--- src/rtl/srx_pkg.sv ---
package srx_pkg;

  localparam int CountW = 17;

  localparam logic [1:0] CMD_START = 2'd0;
  localparam logic [1:0] CMD_BYTE  = 2'd1;
  localparam logic [1:0] CMD_TICK  = 2'd2;

  localparam logic [1:0] STAT_NONE    = 2'd0;
  localparam logic [1:0] STAT_OK      = 2'd1;
  localparam logic [1:0] STAT_BAD_CRC = 2'd2;
  localparam logic [1:0] STAT_TIMEOUT = 2'd3;

  localparam logic [7:0]  HDR_SYNC  = 8'hFF;
  localparam logic [7:0]  HDR_LAST  = 8'hFD;
  localparam logic [15:0] CRC_POLY  = 16'h8005;

  localparam logic [CountW-1:0] POS_HDR1   = 17'd1;
  localparam logic [CountW-1:0] POS_HDR2   = 17'd2;
  localparam logic [CountW-1:0] POS_ID     = 17'd4;
  localparam logic [CountW-1:0] POS_LEN_LO = 17'd5;
  localparam logic [CountW-1:0] POS_LEN_HI = 17'd6;

  typedef struct packed {
    logic [1:0]  command;
    logic [7:0]  rx_byte;
    logic [15:0] timeout_ticks;
  } srx_item_t;

  typedef struct packed {
    logic [1:0]        status;
    logic              byte_valid;
    logic [CountW-1:0] byte_index;
    logic [7:0]        data_byte;
    logic [7:0]        packet_id;
  } srx_result_t;

  // one byte of the msb-first crc-16, polynomial 0x8005
  function automatic logic [15:0] crc16_byte(input logic [15:0] crc, input logic [7:0] b);
    logic [15:0] c;
    c = crc ^ {b, 8'h00};
    for (int k = 0; k < 8; k++) begin
      if (c[15]) begin
        c = {c[14:0], 1'b0} ^ CRC_POLY;
      end else begin
        c = {c[14:0], 1'b0};
      end
    end
    return c;
  endfunction

endpackage

--- src/rtl/srx_if.sv ---
interface srx_in_if;
  logic        valid;
  logic        ready;
  logic [1:0]  command;
  logic [7:0]  rx_byte;
  logic [15:0] timeout_ticks;

  modport source (output valid, command, rx_byte, timeout_ticks, input ready);
  modport sink   (input valid, command, rx_byte, timeout_ticks, output ready);
endinterface

interface srx_out_if;
  logic        valid;
  logic        ready;
  logic [1:0]  status;
  logic        byte_valid;
  logic [16:0] byte_index;
  logic [7:0]  data_byte;
  logic [7:0]  packet_id;

  modport source (output valid, status, byte_valid, byte_index, data_byte, packet_id,
                  input ready);
  modport sink   (input valid, status, byte_valid, byte_index, data_byte, packet_id,
                  output ready);
endinterface

--- src/rtl/srx_frame.sv ---
module srx_frame (
  input  logic                clk,
  input  logic                rst_n,
  input  logic                step,
  input  srx_pkg::srx_item_t  item,
  output srx_pkg::srx_result_t res
);
  import srx_pkg::*;

  logic              receiving_r, receiving_nxt;
  logic [CountW-1:0] count_r, count_nxt;
  logic [15:0]       remaining_r, remaining_nxt;
  logic [7:0]        len_lo_r, len_lo_nxt;
  logic [7:0]        id_r, id_nxt;
  logic [15:0]       crc_r, crc_nxt;
  logic [7:0]        tail0_r, tail0_nxt;
  logic [7:0]        tail1_r, tail1_nxt;
  logic [15:0]       elapsed_r, elapsed_nxt;
  logic [15:0]       limit_r, limit_nxt;

  logic              hdr_ok;
  logic              finish;
  logic [15:0]       rem_dec;

  always_comb begin
    receiving_nxt = receiving_r;
    count_nxt     = count_r;
    remaining_nxt = remaining_r;
    len_lo_nxt    = len_lo_r;
    id_nxt        = id_r;
    crc_nxt       = crc_r;
    tail0_nxt     = tail0_r;
    tail1_nxt     = tail1_r;
    elapsed_nxt   = elapsed_r;
    limit_nxt     = limit_r;
    res           = '0;
    finish        = 1'b0;
    rem_dec       = remaining_r - {15'd0, (remaining_r != 16'd0)};

    if (count_r <= POS_HDR1) begin
      hdr_ok = (item.rx_byte == HDR_SYNC);
    end else if (count_r == POS_HDR2) begin
      hdr_ok = (item.rx_byte == HDR_LAST);
    end else begin
      hdr_ok = 1'b1;
    end

    case (item.command)
      CMD_START: begin
        count_nxt     = '0;
        remaining_nxt = 16'd1;
        len_lo_nxt    = '0;
        id_nxt        = '0;
        crc_nxt       = '0;
        tail0_nxt     = '0;
        tail1_nxt     = '0;
        elapsed_nxt   = '0;
        limit_nxt     = item.timeout_ticks;
        if (item.timeout_ticks == 16'd0) begin
          receiving_nxt = 1'b0;
          res.status    = STAT_TIMEOUT;
        end else begin
          receiving_nxt = 1'b1;
        end
      end
      CMD_BYTE: begin
        if (receiving_r) begin
          if (!hdr_ok) begin
            count_nxt     = '0;
            remaining_nxt = 16'd1;
            len_lo_nxt    = '0;
            id_nxt        = '0;
            crc_nxt       = '0;
            tail0_nxt     = '0;
            tail1_nxt     = '0;
          end else begin
            res.byte_valid = 1'b1;
            res.byte_index = count_r;
            res.data_byte  = item.rx_byte;
            if (count_r == POS_ID) begin
              id_nxt = item.rx_byte;
            end
            if (count_r == POS_LEN_LO) begin
              len_lo_nxt = item.rx_byte;
            end
            if (count_r >= POS_HDR2) begin
              crc_nxt = crc16_byte(crc_r, tail0_r);
            end
            tail0_nxt = tail1_r;
            tail1_nxt = item.rx_byte;
            count_nxt = count_r + 1'b1;
            if (count_r == POS_LEN_HI) begin
              remaining_nxt = {item.rx_byte, len_lo_r};
              finish        = ({item.rx_byte, len_lo_r} == 16'd0);
            end else if (count_r > POS_LEN_HI) begin
              remaining_nxt = rem_dec;
              finish        = (rem_dec == 16'd0);
            end
            if (finish) begin
              res.status    = ({item.rx_byte, tail1_r} == crc_nxt) ? STAT_OK : STAT_BAD_CRC;
              res.packet_id = id_r;
              receiving_nxt = 1'b0;
            end
          end
        end
      end
      CMD_TICK: begin
        if (receiving_r) begin
          elapsed_nxt = (elapsed_r == 16'hFFFF) ? elapsed_r : elapsed_r + 16'd1;
          if (elapsed_nxt >= limit_r) begin
            res.status    = STAT_TIMEOUT;
            res.packet_id = id_r;
            receiving_nxt = 1'b0;
          end
        end
      end
      default: begin
      end
    endcase
  end

  always_ff @(posedge clk) begin
    if (!rst_n) begin
      receiving_r <= 1'b0;
      count_r     <= '0;
      remaining_r <= 16'd1;
      len_lo_r    <= '0;
      id_r        <= '0;
      crc_r       <= '0;
      tail0_r     <= '0;
      tail1_r     <= '0;
      elapsed_r   <= '0;
      limit_r     <= '0;
    end else if (step) begin
      receiving_r <= receiving_nxt;
      count_r     <= count_nxt;
      remaining_r <= remaining_nxt;
      len_lo_r    <= len_lo_nxt;
      id_r        <= id_nxt;
      crc_r       <= crc_nxt;
      tail0_r     <= tail0_nxt;
      tail1_r     <= tail1_nxt;
      elapsed_r   <= elapsed_nxt;
      limit_r     <= limit_nxt;
    end
  end

endmodule

--- src/rtl/servo_packet_receiver_crc16.sv ---
// Servo-bus packet receiver. A start transaction arms reception with a tick
// timeout; byte transactions are matched against the FF FF FD header, then
// reserved byte, ID, little-endian length L and L further bytes, with a
// CRC-16 (poly 0x8005, msb first, initial 0) over all but the last two bytes,
// which carry the expected CRC low byte first. Every transaction gives exactly
// one result: each stored byte is echoed with its index, and the final byte
// or the expiring tick reports ok, CRC mismatch or timeout with the packet ID;
// a start with a zero timeout reports timeout at once. One transaction is
// taken per clock while the result side does not stall; each passes through
// the input register and then the result register around the combinational
// header/CRC/length logic. Back-pressure on the result side stalls the input
// side only once both registers are full.
module servo_packet_receiver_crc16 (
  input logic     clk,
  input logic     rst_n,
  srx_in_if.sink  in_ch,
  srx_out_if.source out_ch
);
  import srx_pkg::*;

  logic        s1_valid_r;
  srx_item_t   s1_item_r;
  logic        out_valid_r;
  srx_result_t out_res_r;
  srx_result_t res;
  logic        advance;

  assign advance     = s1_valid_r && (!out_valid_r || out_ch.ready);
  assign in_ch.ready = !s1_valid_r || advance;

  always_ff @(posedge clk) begin
    if (!rst_n) begin
      s1_valid_r <= 1'b0;
    end else if (in_ch.ready) begin
      s1_valid_r <= in_ch.valid;
    end
  end

  always_ff @(posedge clk) begin
    if (in_ch.ready && in_ch.valid) begin
      s1_item_r.command       <= in_ch.command;
      s1_item_r.rx_byte       <= in_ch.rx_byte;
      s1_item_r.timeout_ticks <= in_ch.timeout_ticks;
    end
  end

  srx_frame u_frame (
    .clk   (clk),
    .rst_n (rst_n),
    .step  (advance),
    .item  (s1_item_r),
    .res   (res)
  );

  always_ff @(posedge clk) begin
    if (!rst_n) begin
      out_valid_r <= 1'b0;
    end else if (advance) begin
      out_valid_r <= 1'b1;
    end else if (out_ch.ready) begin
      out_valid_r <= 1'b0;
    end
  end

  always_ff @(posedge clk) begin
    if (advance) begin
      out_res_r <= res;
    end
  end

  assign out_ch.valid      = out_valid_r;
  assign out_ch.status     = out_res_r.status;
  assign out_ch.byte_valid = out_res_r.byte_valid;
  assign out_ch.byte_index = out_res_r.byte_index;
  assign out_ch.data_byte  = out_res_r.data_byte;
  assign out_ch.packet_id  = out_res_r.packet_id;

endmodule

--- src/flat_wrapper.sv ---
// flat-port wrapper written by rule: the top's interface ports become plain ports
module servo_packet_receiver_crc16_flat import srx_pkg::*;
  (clk, rst_n, in_ch_valid, in_ch_command, in_ch_rx_byte, in_ch_timeout_ticks, in_ch_ready, out_ch_valid, out_ch_status, out_ch_byte_valid, out_ch_byte_index, out_ch_data_byte, out_ch_packet_id, out_ch_ready);
  srx_in_if in_ch_i ();
  srx_out_if out_ch_i ();
  input logic clk;
  input logic rst_n;
  input wire logic [$bits(in_ch_i.valid)-1:0] in_ch_valid;
  input wire logic [$bits(in_ch_i.command)-1:0] in_ch_command;
  input wire logic [$bits(in_ch_i.rx_byte)-1:0] in_ch_rx_byte;
  input wire logic [$bits(in_ch_i.timeout_ticks)-1:0] in_ch_timeout_ticks;
  output wire logic [$bits(in_ch_i.ready)-1:0] in_ch_ready;
  output wire logic [$bits(out_ch_i.valid)-1:0] out_ch_valid;
  output wire logic [$bits(out_ch_i.status)-1:0] out_ch_status;
  output wire logic [$bits(out_ch_i.byte_valid)-1:0] out_ch_byte_valid;
  output wire logic [$bits(out_ch_i.byte_index)-1:0] out_ch_byte_index;
  output wire logic [$bits(out_ch_i.data_byte)-1:0] out_ch_data_byte;
  output wire logic [$bits(out_ch_i.packet_id)-1:0] out_ch_packet_id;
  input wire logic [$bits(out_ch_i.ready)-1:0] out_ch_ready;
  assign in_ch_i.valid = in_ch_valid;
  assign in_ch_i.command = in_ch_command;
  assign in_ch_i.rx_byte = in_ch_rx_byte;
  assign in_ch_i.timeout_ticks = in_ch_timeout_ticks;
  assign in_ch_ready = in_ch_i.ready;
  assign out_ch_valid = out_ch_i.valid;
  assign out_ch_status = out_ch_i.status;
  assign out_ch_byte_valid = out_ch_i.byte_valid;
  assign out_ch_byte_index = out_ch_i.byte_index;
  assign out_ch_data_byte = out_ch_i.data_byte;
  assign out_ch_packet_id = out_ch_i.packet_id;
  assign out_ch_i.ready = out_ch_ready;
  servo_packet_receiver_crc16 u_core (.clk(clk), .rst_n(rst_n), .in_ch(in_ch_i), .out_ch(out_ch_i));
endmodule
--- config.mk ---
export PLATFORM = sky130hd
export DESIGN_NAME = servo_packet_receiver_crc16_flat
export DESIGN_NICKNAME = d
export VERILOG_FILES = /design/src/rtl/srx_pkg.sv /design/src/rtl/srx_if.sv /design/src/rtl/srx_frame.sv /design/src/rtl/servo_packet_receiver_crc16.sv /design/src/flat_wrapper.sv
export SDC_FILE = /design/constraint.sdc
export NUM_CORES = 1
export LEC_CHECK = 0
export ABC_AREA = 0
export ABC_CLOCK_PERIOD_IN_PS = 5200
export BUFFER_PORTS_ARGS = -buffer_cell sky130_fd_sc_hd__buf_2
export CAP_MARGIN = 30
export CELL_PAD_IN_SITES_DETAIL_PLACEMENT = 1
export CELL_PAD_IN_SITES_GLOBAL_PLACEMENT = 1
export CORE_MARGIN = 5
export CORE_UTILIZATION = 40
export CTS_CLUSTER_SIZE = 16
export DETAILED_ROUTE_END_ITERATION = 7
export GPL_TIMING_DRIVEN = 0
export PLACE_DENSITY = 0.79
export RECOVER_POWER = 25
export SLEW_MARGIN = 30
export SYNTH_ARGS = -nofsm -noshare
export SYNTH_HDL_FRONTEND = slang
export SYNTH_SLANG_ARGS = --single-unit
--- constraint.sdc ---
create_clock -name clk -period 5.2 [get_ports clk]
set_clock_uncertainty 0.05 [all_clocks]
set_input_delay 1.04 -clock clk [delete_from_list [all_inputs] [get_ports clk]]
set_output_delay 1.04 -clock clk [all_outputs]
set_load 0.05 [all_outputs]
### Yosys cells after proc, flatten, opt, wreduce, memory -nomap -nowiden

Index checks and enable logic that the tools add are counted.

* $add $sub $neg: 3
* multipliers: 0
* div/mod/pow operators: 0
* magnitude comparators: 4
* eq/ne operators: 15
* shift operators: 0
* mux-type cells: 96
* bitwise gates (word level): 9
* reduce and logical (&&, ||, !) cells: 24

Operators with widths (count)
* 16-bit 2-to-1 mux: 48
* 8-bit 2-to-1 mux: 13
* 16-bit case mux with 2 select lines: 3
* 8-bit case mux with 2 select lines: 5
* 36-bit 2-to-1 mux: 2
* 17-bit by 3-bit equality test with 1-bit output (second input constant): 3
* 16-bit logical NOT: 3
* 17-bit 2-to-1 mux: 2
* 17-bit case mux with 2 select lines: 1
* 3-bit inverter: 8
* 17-bit by 1-bit adder with 17-bit output (second input constant): 1
* 17-bit by 2-bit equality test with 1-bit output (second input constant): 1
* 17-bit by 2-bit greater-or-equal comparator with 1-bit output (second input constant): 1
* 17-bit by 3-bit greater-than comparator with 1-bit output (second input constant): 1
* 17-bit by 1-bit <= comparator with 1-bit output (second input constant): 1
* 16-bit by 1-bit adder with 16-bit output (second input constant): 1
* 16-bit equality test: 1
* 16-bit equality test (second input constant): 1
* 8-bit equality test (second input constant): 2
* 16-bit greater-or-equal comparator: 1
* 16-bit nonzero test: 1
* 16-bit by 1-bit subtractor with 16-bit output: 1
* 16-bit XOR: 1
* 1-bit 2-to-1 mux: 15
* 17 further kinds: 34

* bits in registers: 178
* latch bits: 0
* RAM bits: 0
* bits in read-only memories: 0
* output and inout bits: 38
* logic and storage cells: 171
* memories: 0

### Depth between registers and ports, before layout

Gate-level depths: netlist of the first run.

* word-level depth: 55
* mapped depth: 16

### Modules after synthesis

From an unflattened synthesis of the first run, not the netlist that was laid out.

* cell total of the unflattened synthesis: 998
* area total of the unflattened synthesis: 9208.8 um2

By module, submodules not included
* srx_frame: instances 1, cells each 927, area an instance 7243.2 um2, sequential area each 2282.2 um2
* servo_packet_receiver_crc16: instances 1, cells each 71, area an instance 1965.6 um2, sequential area each 1901.8 um2

### Least setup slack after synthesis of the first run

Ideal clock, no wire load.

* path kind: register -> register
* from: register u_core.u_frame.elapsed_r[0]
* to: register u_core.out_res_r (netlist bit u_core.out_ch.packet_id[0]), data pin
* library setup time: 255 ps
* data arrival time: 3325 ps
* data required time: 4895 ps
* slack: 1569 ps
* cell stages (with the launch flop): 17
* buffers on the path: 2
* period minus slack after synthesis: 3631 ps
* cells stage by stage: dfxtp_1 -> ha_1 -> nand2_1 -> or4_1 -> buf_2 -> or3_1 -> buf_2 -> xnor2_1 -> ha_1 -> nand2b_1 -> a21o_1 -> a21o_1 -> a21oi_1 -> o21ai_0 -> a21o_2 -> a31oi_4 -> and3b_1

RTL lines
* from (decl): line srx_frame.sv:18 `logic [15:0] elapsed_r, elapsed_nxt;`
* from (signal assigned): line srx_frame.sv:143 `elapsed_r <= elapsed_nxt;`
* to (signal assigned): line servo_packet_receiver_crc16.sv:67 `out_res_r <= res;`
* to (decl): line servo_packet_receiver_crc16.sv:24 `srx_result_t out_res_r;`

### Final worst setup path of the first run

* from: input out_ch_ready
* to: register u_core.u_frame.crc_r[4]

* word-level cells in the longest chain between the ends: 3

RTL lines
* from (decl): line flat_wrapper.sv:19 `input wire logic [$bits(out_ch_i.ready)-1:0] out_ch_ready;`
* 1-bit logical OR: line servo_packet_receiver_crc16.sv:28 `assign advance = s1_valid_r && (!out_valid_r || out_ch.ready);`
* 1-bit logical AND: line servo_packet_receiver_crc16.sv:28
* named net u_core.advance: line servo_packet_receiver_crc16.sv:26 `logic advance;`
* 3-bit AND reduction (no source line)
* to (signal assigned): line srx_frame.sv:140 `crc_r <= crc_nxt;`
* to (decl): line srx_frame.sv:15 `logic [15:0] crc_r, crc_nxt;`

The timed path passes the listed nets, and every way through them passes these cells.
A chain may end at the register's enable or synchronous reset.

==> qor.yml, run 1 <==
status: "finished with violations"
violations: "capacitance limit, slew limit"
syn_area_sq_um: 9250
drt-total-wl_microns: 27900
drv_slew: 27
cts_made_buffers: 17
post-cts-setup-buffer-count: 0
core-area_sq_um: 22700
dr_total_vias: 7918
routabilityCongestion: 0.905
via_per_inst: 5.75
clock_latency_ps: 450
path_max_fanout: 23
final.fill_count: 2659
tightest_slew_ps: 1670
cap_viol_max_count: 1
cts_tree: "built"
worst_ep_required_time_ps: 5520
grt_pass1_wl_microns: 45000
cts_resized: 0
synth_ff_type: "dfxtp_1"
grt_max_degree: 27
area_growth_pct: 14.6
drc_errors: 0
antenna_left: 0
vdd.ir_drop.worst_mv: 0.203
async_flop_share_pct: 0
critPathCaptureType: "register"
ios: 68
grt_pass1_vias: 8158
synth_cell_types: 78
setup-tns-final_ps: 0
multi_input_area_sq_um: 4670
postPlaceCellArea_sq_um: 9970
num_rows: 55
cellPowerDensity_nw_per_um2: 287
avgSynthCellArea_sq_um: 9.33
finalCritPeriodShare_pct: 80.2
cp_data_arrival_time_ps: 4490
wl_per_cell_microns: 20.3
critPathKind: "in2reg"
min_path_cells: 2
setup_violations: 0
leakagePower_nw: 3.88
final_area_sq_um: 10600
die_y_microns: 162
clk_path_buf_depth: 2
port_buffers: 67
p_int_mw: 2.19
period_minus_slack_ps: 4170
synth_cells: 991
layout-drive-gt1-share_pct: 13.1
clk_pin_slew_ps: 80
reg2reg_depth: 16
syn-num-nets: 1048
antenna_cells: 0
yosys_warnings: 0
numClockSinks: 178
cts-root-buf: "clkbuf_16"
cpMaxStageDelayCell: "nor2_1"
track_usage_pct: 21.6
antenna_found_initial: 0
numPlacedInstances: 1344
hp-class: "reg2reg"
clock.fmax_ghz: 0.240
hpwlAfterDp_microns: 20400
initial_core_util_pct: 40.7
regArea_sq_um: 4180
switching_share_pct: 27.9
synth-seq-cells: 178
path_cells: "buf_2 > nor2b_1 > nand2b_1 > inv_1 > buf_16 > and2_1 > buf_1 > nand2_1 > nor2_1 > a22oi_1 > nor2b_1"
yosysSeqAreaShare_pct: 45.2
dieArea_sq_um: 26300
drt_iter0_markers: 597
critical_path.max_stage_delay_ps: 690
drt_pass1_iterations: 5
die_width_microns: 162
grt_setup_unrepaired: "no"
hold_viol: 0
slew_headroom_pct: -11.6
synth_edf_count: 62
fin_cells: 1376
final_nets: 1135
grt.overflow.total: 0
hold_buffers: 0
cts_htree_levels: 4
pwr-share-seq_pct: 48.8
critPathMostFrequentCell: "nor2b_1"
pwr-share-clk_pct: 44.0
cp-start-kind: "input pin"
comb_power_share_pct: 7.2
p_switching_mw: 0.849
==> final timing paths <==
| kind | startpoint | end | slack (ps) |
|---|---|---|---|
| min | u_core.u_frame.limit_r[4] | u_core.u_frame.limit_r[4] | 420 |
| max | out_ch_ready | u_core.u_frame.crc_r[4] | 1030 |
| max reg2reg | u_core.u_frame.elapsed_r[0] | u_core.out_ch.packet_id[3] | 1070 |
| min reg2reg | u_core.u_frame.limit_r[4] | u_core.u_frame.limit_r[4] | 420 |
==> synthesized netlist by cell type (3+ instances only) <==
cell	n	area (sq um)
and4_1	4	35.0
or4_1	5	37.5
nand2b_1	6	37.5
nor2_1	57	214
dfxtp_1	116	2320
or3_1	10	62.6
a21o_1	13	97.6
and3_1	24	150
and2_1	14	87.6
nand3_1	47	235
nand2_1	107	402
clkbuf_1	35	131
o21ai_0	36	180
buf_4	3	22.5
o21a_1	6	45.0
nor3_1	29	145
xnor2_1	30	263
inv_1	35	131
a21oi_1	29	145
nand4_1	12	75.1
xor2_1	27	236
a31oi_1	6	37.5
buf_2	18	90.1
and3b_1	9	78.8
edfxtp_1	62	1860
nor2b_1	54	338
o31ai_1	3	22.5
ha_1	27	338
a211oi_1	8	60.1
a22oi_1	38	285
a21boi_0	42	315
nand4b_1	3	26.3
nor4_2	4	50.1
nor4_1	15	93.8
==> cells by family after synthesis <==
kind of cell / share of synthesized area [%]
AO/OA/AOI/OAI: 16.0
XOR/XNOR: 6.32
adder cells (fa/ha/maj): 3.65
buffers and inverters: 4.26
flip-flops: 45.2
multiplexers: 0.216
AND/OR/NAND/NOR: 24.3
==> final cells by class <==
cell class              instances  share of cell area [%]
well taps                     285                    3.36
multi-input cells             719                    44.1
plain buffers                  59                    2.48
repair buffers                 68                    3.40
clock buffers                  17                    4.01
flip-flops and latches        178                    39.5
clock inverters                15                    1.99
inverters                      35                    1.24
==> per-stage QoR <==
step	util (%)	hold WS (ps)	setup WS, ps	total power, mW
after floorplan	-	393	1570	1.65
after global placement	43.8	401	301	1.72
after detailed placement	43.9	411	874	1.73
after CTS	46.7	424	1050	3.06
after global routing	46.7	443	772	3.14
final	46.7	419	1030	3.04
==> power groups by stage <==
stage                     Combinational, mW  Sequential, mW  Clock (mW)
after floorplan                      0.0919            1.56           0
after global placement                0.207            1.51           0
after detailed placement              0.216            1.51           0
after CTS                             0.218            1.48        1.36
after global routing                  0.231            1.49        1.43
final                                 0.219            1.48        1.34
==> sequential cells by signal, summed over array words and instances (netlist names), 2 cells and up <==
name,flops
u_core.u_frame.tail0_r,8
u_core.out_ch.byte_index,17
u_core.u_frame.elapsed_r,16
u_core.u_frame.len_lo_r,8
u_core.u_frame.tail1_r,8
u_core.u_frame.count_r,17
u_core.out_ch.packet_id,8
u_core.u_frame.limit_r,16
u_core.u_frame.id_r,8
u_core.out_ch.status,2
u_core.u_frame.crc_r,16
u_core.out_ch.data_byte,8
u_core.s1_item_r,26
u_core.u_frame.remaining_r,16
==> critical path, delay by kind of cell <==
| family | cells | cell delay (ps) |
|---|---|---|
| compound gates | 1 | 200 |
| simple gates | 6 | 1750 |
| buf+inv | 4 | 1470 |
==> cells in the final DEF (no fill, tap or decap), drive strengths merged, types with 3 or more instances in the layout <==
| cell type | count |
|---|---|
| a21oi | 30 |
| o31ai | 3 |
| o21a | 6 |
| xnor2 | 31 |
| a21o | 14 |
| dfxtp | 116 |
| nand2b | 6 |
| a211oi | 9 |
| nand2 | 107 |
| and2 | 14 |
| a21boi | 42 |
| buf | 90 |
| and4 | 4 |
| ha | 27 |
| a31oi | 7 |
| and3 | 24 |
| clkbuf | 54 |
| nand4b | 3 |
| nor2b | 54 |
| o21ai | 38 |
| xnor3 | 3 |
| xor2 | 27 |
| nor4 | 20 |
| nand3 | 48 |
| edfxtp | 62 |
| and3b | 9 |
| clkinv | 11 |
| or3 | 10 |
| nand4 | 13 |
| inv | 39 |
| or4 | 5 |
| nor3 | 31 |
| a22oi | 38 |
| nor2 | 59 |
==> routing by layer <==
| layer | track usage, % | wire (microns) | vias to the layer above |
|---|---|---|---|
| met5 | 0 | 0 | - |
| met4 | 7.15 | 772 | 0 |
| met3 | 4.06 | 1420 | 54 |
| met2 | 34.8 | 13000 | 235 |
| met1 | 29.2 | 12700 | 3903 |
| li1 | - | - | 3726 |
Power figures use the tool's default switching activity.
==> run 2, diff against run 1 <==
ABC_CLOCK_PERIOD_IN_PS = 3520   (was 5200)
PLACE_DENSITY = 0.82   (was 0.79)
clock period = 3.52 ns   (was 5.2 ns; I/O delays follow)
==> run 2 against run 1 <==
Net effect: the run ends with capacitance limit, slew limit, setup timing left; final cell count up 1.2%; clock power up 49%; global-route usage up 0.17 points; critical endpoint is now u_core.out_ch.packet_id[7].
==> qor.yml, run 2 (same netlist as run 1, synthesis figures left out) <==
p_int_mw: 3.24  # +48%
comb_power_share_pct: 7.4  # +0.2 points
cpMaxStageDelayCell: "or4_4"
track_usage_pct: 21.7  # +0.17 points
leakagePower_nw: 4.06  # +4.7%
drc_errors: 0  # unchanged
final_common_cell: "dfxtp_1"
cp_data_arrival_time_ps: 3880  # -610 ps
pwr-share-seq_pct: 48.5  # -0.3 points
final_nets: 1152  # +1.5%
clk_path_buf_depth: 2  # unchanged
core-area_sq_um: 22700  # unchanged
slew_headroom_pct: -9.20  # +2.4 points
cellPowerDensity_nw_per_um2: 408  # +42%
grt_max_degree: 27  # unchanged
cts_htree_levels: 4  # unchanged
hold_buffers: 0  # unchanged
antenna_cells: 0  # unchanged
drt_iter0_markers: 672  # +13%
pwr-share-clk_pct: 44.2  # +0.2 points
cts_made_buffers: 17  # unchanged
antenna_left: 0  # unchanged
routed-wl-met2_microns: 14400  # +11%
setup_violations: 10  # +10
path_max_fanout: 8  # -65%
hold_viol: 0  # unchanged
multi_input_area_sq_um: 4950  # +5.9%
hpwlAfterDp_microns: 20200  # -1.0%
drt-total-wl_microns: 29600  # +5.9%
switching_share_pct: 28.2  # +0.23 points
largest_reg_flops: 26  # unchanged
critical_path.max_stage_delay_ps: 530  # -160 ps
wl_per_cell_microns: 21.2  # +4.6%
die_y_microns: 162  # unchanged
grt_setup_unrepaired: "yes"
grt_pass1_wl_microns: 45500  # +1.1%
critPathCaptureType: "register"
drv_slew: 27  # unchanged
highest_layer: "met4"
period_minus_slack_ps: 3740
antenna_found_initial: 0  # unchanged
initial_core_util_pct: 40.7  # unchanged
ios: 68  # unchanged
final.fill_count: 2580  # -3.0%
port_buffers: 67  # unchanged
num_rows: 55  # unchanged
worst_ep_required_time_ps: 3660  # -1860 ps
finalCritPeriodShare_pct: 106
hp-class: "in2reg"
dieArea_sq_um: 26300  # unchanged
p_total_mw: 4.51  # +48%
routabilityCongestion: 0.905  # about the same
regMostFlops: "u_core.s1_item_r"
setup_ws_ps: -218  # -1250 ps
dr_total_vias: 8099  # +2.3%
cts-root-buf: "clkbuf_16"
cts_tree: "built"
violations: "capacitance limit, slew limit, setup timing"
via_per_inst: 5.81  # +1.0%
setup-tns-final_ps: -1950  # -1950 ps
clock_latency_ps: 440  # about the same
grt_pass1_vias: 8364  # +2.5%
clk_pin_slew_ps: 80  # about the same
final_cell_mix: "104 x dfxtp_1, 101 x nand2_1, 80 x buf_2, 62 x edfxtp_1, 54 x nor2b_1"
critPathKind: "reg2reg"
cap_viol_max_count: 1  # unchanged
regArea_sq_um: 4210  # +0.66%
clock.fmax_ghz: 0.268
numClockSinks: 178  # unchanged
area_growth_pct: 19.5
cp-start-kind: "register"
layout-drive-gt1-share_pct: 19.4  # +6.3 points
wl_met1_microns: 13100  # +3.2%
grt.overflow.total: 0  # unchanged
status: "finished with violations"
die_width_microns: 162  # unchanged
drt_pass1_iterations: 5  # unchanged
vdd.ir_drop.worst_mv: 0.306  # +51%
path_cells: "nand2_2 > or4_4 > or3_4 > buf_6 > nand2_1 > xnor2_2 > ha_1 > a21o_1 > a21oi_2 > o21ai_1 > a21o_2 > a31oi_4 > and3b_1"
dr_wl_met3_microns: 1390  # -2.1%
tightest_slew_ps: 1640  # -36.5 ps
p_switching_mw: 1.27  # +50%
run 2: changes by cell type in the layout (fill, tap and decap cells not counted), sizes merged:
cell / before / now
clkinv: 11 / 9
inv: 39 / 41
buf: 90 / 107
run 2: power groups by stage:
stage | combinational (mW) | clock (mW) | sequential, mW
2_1_floorplan | 0.136 | 0 | 2.30
3_3_place_gp | 0.304 | 0 | 2.23
3_5_place_dp | 0.317 | 0 | 2.24
4_1_cts | 0.323 | 2.02 | 2.19
5_1_grt | 0.350 | 2.11 | 2.19
6_report | 0.332 | 1.99 | 2.19
run 2: layer usage:
| layer | up-vias | GRT usage, % |
|---|---|---|
| met4 | 0 | 6.96 |
| met2 | 260 | 36.0 |
| met1 | 4029 | 29.1 |
| met3 | 52 | 3.65 |
| li1 | 3758 | - |
| met5 | - | 0 |
run 2: final timing paths:
check / start / endpoint / slack (ps) / cells past startpoint
setup reg to reg: u_core.u_frame.elapsed_r[2] / u_core.out_ch.packet_id[7] / -220 / 13
hold / removal: in_ch_rx_byte[6] / u_core.s1_item_r[22] / 380 / 1
setup / recovery: u_core.u_frame.elapsed_r[2] / u_core.out_ch.packet_id[7] / -220 / 13
hold reg to reg: u_core.u_frame.limit_r[12] / u_core.u_frame.limit_r[12] / 420 / 2
run 2: final cells by class:
class	instances	share of cell area, %
Buffer	56	2.33
Clock buffer	17	3.85
Clock inverter	15	1.89
Inverter	35	1.19
Multi-Input combinational cell	719	44.7
Sequential cell	178	38.1
Tap cell	285	3.23
Timing Repair Buffer	88	4.66
run 2: timing repair:
action	4_1_cts	5_1_grt
gates resized for setup	21	44
pin swaps	14	20
hold endpoints to repair	0	0
setup endpoints to repair	21	50
buffers inserted	9	11
run 2: stage by stage:
step / util, % / hold slack (ps) / worst slack [ps] / std cells / cell area [sq um]
final: 48.7 / 377 / -218 / 1393 / 11100
after global routing: 48.7 / 361 / -350 / 1393 / 11100
after CTS: 47.5 / 364 / -164 / 1383 / 10800
after detailed placement: 44.1 / 415 / -441 / 1344 / 10000
after global placement: 44.0 / 403 / -1010 / 1343 / 9980
after floorplan: - / 393 / 30.7 / 991 / 9290
run 2: worst max-delay path: cells and delay by family (launching register included):
family,cells,cell delay [ps]
AOI/OAI and AO/OA,5,940
xor gates and xnor gates,1,170
adders and majority gates,1,290
buffers and inverters,1,140
DFF,1,500
and+or+nand+nor,5,1400
==> run 3, diff against run 2 <==
CELL_PAD_IN_SITES_GLOBAL_PLACEMENT = 2   (was 1)
CORE_UTILIZATION = 35   (was 40)
PLACE_DENSITY = 0.86   (was 0.82)
==> run 3 against run 2 <==
Net effect: the flow still finishes with violations (capacitance limit, slew limit, setup timing); power grew 0.64%; sequential share of layout area is 0.097 points lower; die area rose by 13%; sequential power hardly changed; non-clock buffer count decreased by 1; critical path depth is 1 higher; worst setup slack better by 60 ps; sequential cell count unchanged; final area rose by 0.23%; register-to-register slack improved by 60 ps; wire length decreased by 3.8%; largest cell class unchanged; largest power group unchanged.
==> qor.yml, run 3 (same netlist as run 1, synthesis figures left out) <==
hold_viol: 0  # unchanged
fin_cells: 1443  # +3.6%
final.fill_count: 2996  # +16%
area_growth_pct: 19.8
drt_iter0_markers: 527  # -22%
cellPowerDensity_nw_per_um2: 410  # +0.42%
p_total_mw: 4.54  # +0.64%
hold_buffers: 0  # unchanged
clock_latency_ps: 450  # about the same
dr_total_vias: 7791  # -3.8%
cts_tree: "built"
numClockSinks: 178  # unchanged
final_common_cell: "nand2_1"
grt_max_degree: 27  # unchanged
final_cell_mix: "104 x nand2_1, 103 x dfxtp_1, 79 x buf_2, 62 x edfxtp_1, 54 x nor2b_1"
utilization_pct: 42.5  # -6.2 points
critPathCaptureType: "register"
clock.fmax_ghz: 0.272  # +1.6%
setup_violations: 10  # unchanged
antenna_left: 0  # unchanged
tightest_slew_ps: 1640  # +2.31 ps
drc_errors: 0  # unchanged
setup_ws_ps: -158  # +60.3 ps
period_minus_slack_ps: 3680  # -60.3 ps
clk_path_buf_depth: 2  # unchanged
finalCritPeriodShare_pct: 104  # -1.7 points
dieArea_sq_um: 29800  # +13%
grt_pass1_vias: 8019  # -4.1%
drt_pass1_iterations: 5  # unchanged
routabilityCongestion: 0.847  # -6.4%
cts_htree_levels: 4  # unchanged
cts-root-buf: "clkbuf_16"
grt.overflow.total: 0  # unchanged
grt_setup_unrepaired: "yes"
cp-start-kind: "register"
slew_headroom_pct: -9.35  # -0.15 points
wl_per_cell_microns: 19.7  # -7.1%
die_y_microns: 173  # +6.5%
path_max_fanout: 8  # unchanged
violations: "capacitance limit, slew limit, setup timing"
antenna_found_initial: 0  # unchanged
vdd.ir_drop.worst_mv: 0.208  # -32%
layout-drive-gt1-share_pct: 19.4  # about the same
num_rows: 59  # +7.3%
initial_core_util_pct: 35.5  # -5.2 points
largest_reg_flops: 26  # unchanged
drv_slew: 27  # unchanged
regMostFlops: "u_core.s1_item_r"
worst_ep_required_time_ps: 3670  # about the same
ios: 68  # unchanged
port_buffers: 67  # unchanged
hp-class: "in2reg"
core-area_sq_um: 26100  # +15%
track_usage_pct: 18.7  # -3.0 points
cts_made_buffers: 17  # unchanged
status: "finished with violations"
numPlacedInstances: 1394  # +3.7%
clk_pin_slew_ps: 90  # about the same
via_per_inst: 5.40  # -7.1%
leakagePower_nw: 4.06  # about the same
cap_viol_max_count: 1  # unchanged
hpwlAfterDp_microns: 20400  # +1.1%
cp_data_arrival_time_ps: 3820  # -60 ps
final_nets: 1151  # -0.087%
drt-total-wl_microns: 28500  # -3.8%
die_width_microns: 173  # +6.5%
critPathKind: "reg2reg"
grt_pass1_wl_microns: 45100  # -0.80%
## run 3: cell count changes in the layout (fill, tap and decap cells not counted), moves of 3 or more
| cell | previous run | this run |
|---|---|---|
| nor2_2 | 1 | 6 |
| nand2_1 | 101 | 104 |
| ha_4 | 6 | 2 |
| nand2_2 | 6 | 3 |
| ha_2 | 1 | 4 |
| nor2_4 | 5 | 2 |
## run 3: routing by layer
| layer | GRT usage (%) | routed length [microns] | vias to the layer above |
|---|---|---|---|
| met3 | 4.45 | 1480 | 35 |
| met4 | 4.99 | 365 | 0 |
| met1 | 25.2 | 13300 | 3831 |
| met2 | 30.1 | 13300 | 176 |
| li1 | - | - | 3749 |
| met5 | 0 | 0 | - |
## run 3: power by group
| part | switching [mW] | leakage [nW] | internal (mW) |
|---|---|---|---|
| Sequential | 0.0207 | 1.52 | 2.16 |
| Clock | 1.03 | 0.309 | 0.994 |
| Combinational | 0.236 | 2.23 | 0.0901 |
| Total | 1.29 | 4.06 | 3.25 |
## run 3: path summary, 6_finish.rpt
check / from / to / slack [ps] / cells after the start
setup / recovery: u_core.u_frame.elapsed_r[1] / u_core.out_ch.packet_id[4] / -160 / 14
hold / removal: in_ch_timeout_ticks[10] / u_core.s1_item_r[10] / 370 / 1
setup reg to reg: u_core.u_frame.elapsed_r[1] / u_core.out_ch.packet_id[4] / -160 / 14
hold reg to reg: u_core.u_frame.limit_r[11] / u_core.u_frame.limit_r[11] / 420 / 2
## run 3: metrics by stage
stage	worst slack [ps]	TNS (ps)	hold slack, ps	cell area [sq um]
6_report	-158	-1360	369	11100
5_1_grt	-264	-4640	348	11100
4_1_cts	-147	-1290	352	10900
3_5_place_dp	-393	-13160	407	10100
3_3_place_gp	-1000	-51780	403	10000
2_1_floorplan	30.7	0	393	9290
## run 3: layout make-up
type                    count  area (sq um)  share of cell area [%]
multi-input cells         719          4910                    44.3
flip-flops and latches    178          4210                    38.0
repair buffers             87           507                    4.57
clock buffers              17           425                    3.84
well taps                 335           419                    3.78
plain buffers              56           258                    2.33
clock inverters            15           218                    1.97
inverters                  35           131                    1.19
diodes                      1          2.50                  0.0226
## run 3: worst max-delay path: stages (launching register included)
cell	delay, ps
dfxtp_4	370
ha_4	140
nand2_2	60
or4_4	570
or3_4	410
buf_6	150
nand2_2	90
xnor2_2	150
ha_1	280
a21o_1	190
a21oi_2	110
o21ai_1	70
a21o_2	280
a31oi_4	270
and3b_1	230
## run 3: what timing repair did
action,CTS,global route
setup buffers,9,10
endpoints found under the setup margin,27,52
resized for setup,26,37
pin swaps,17,24
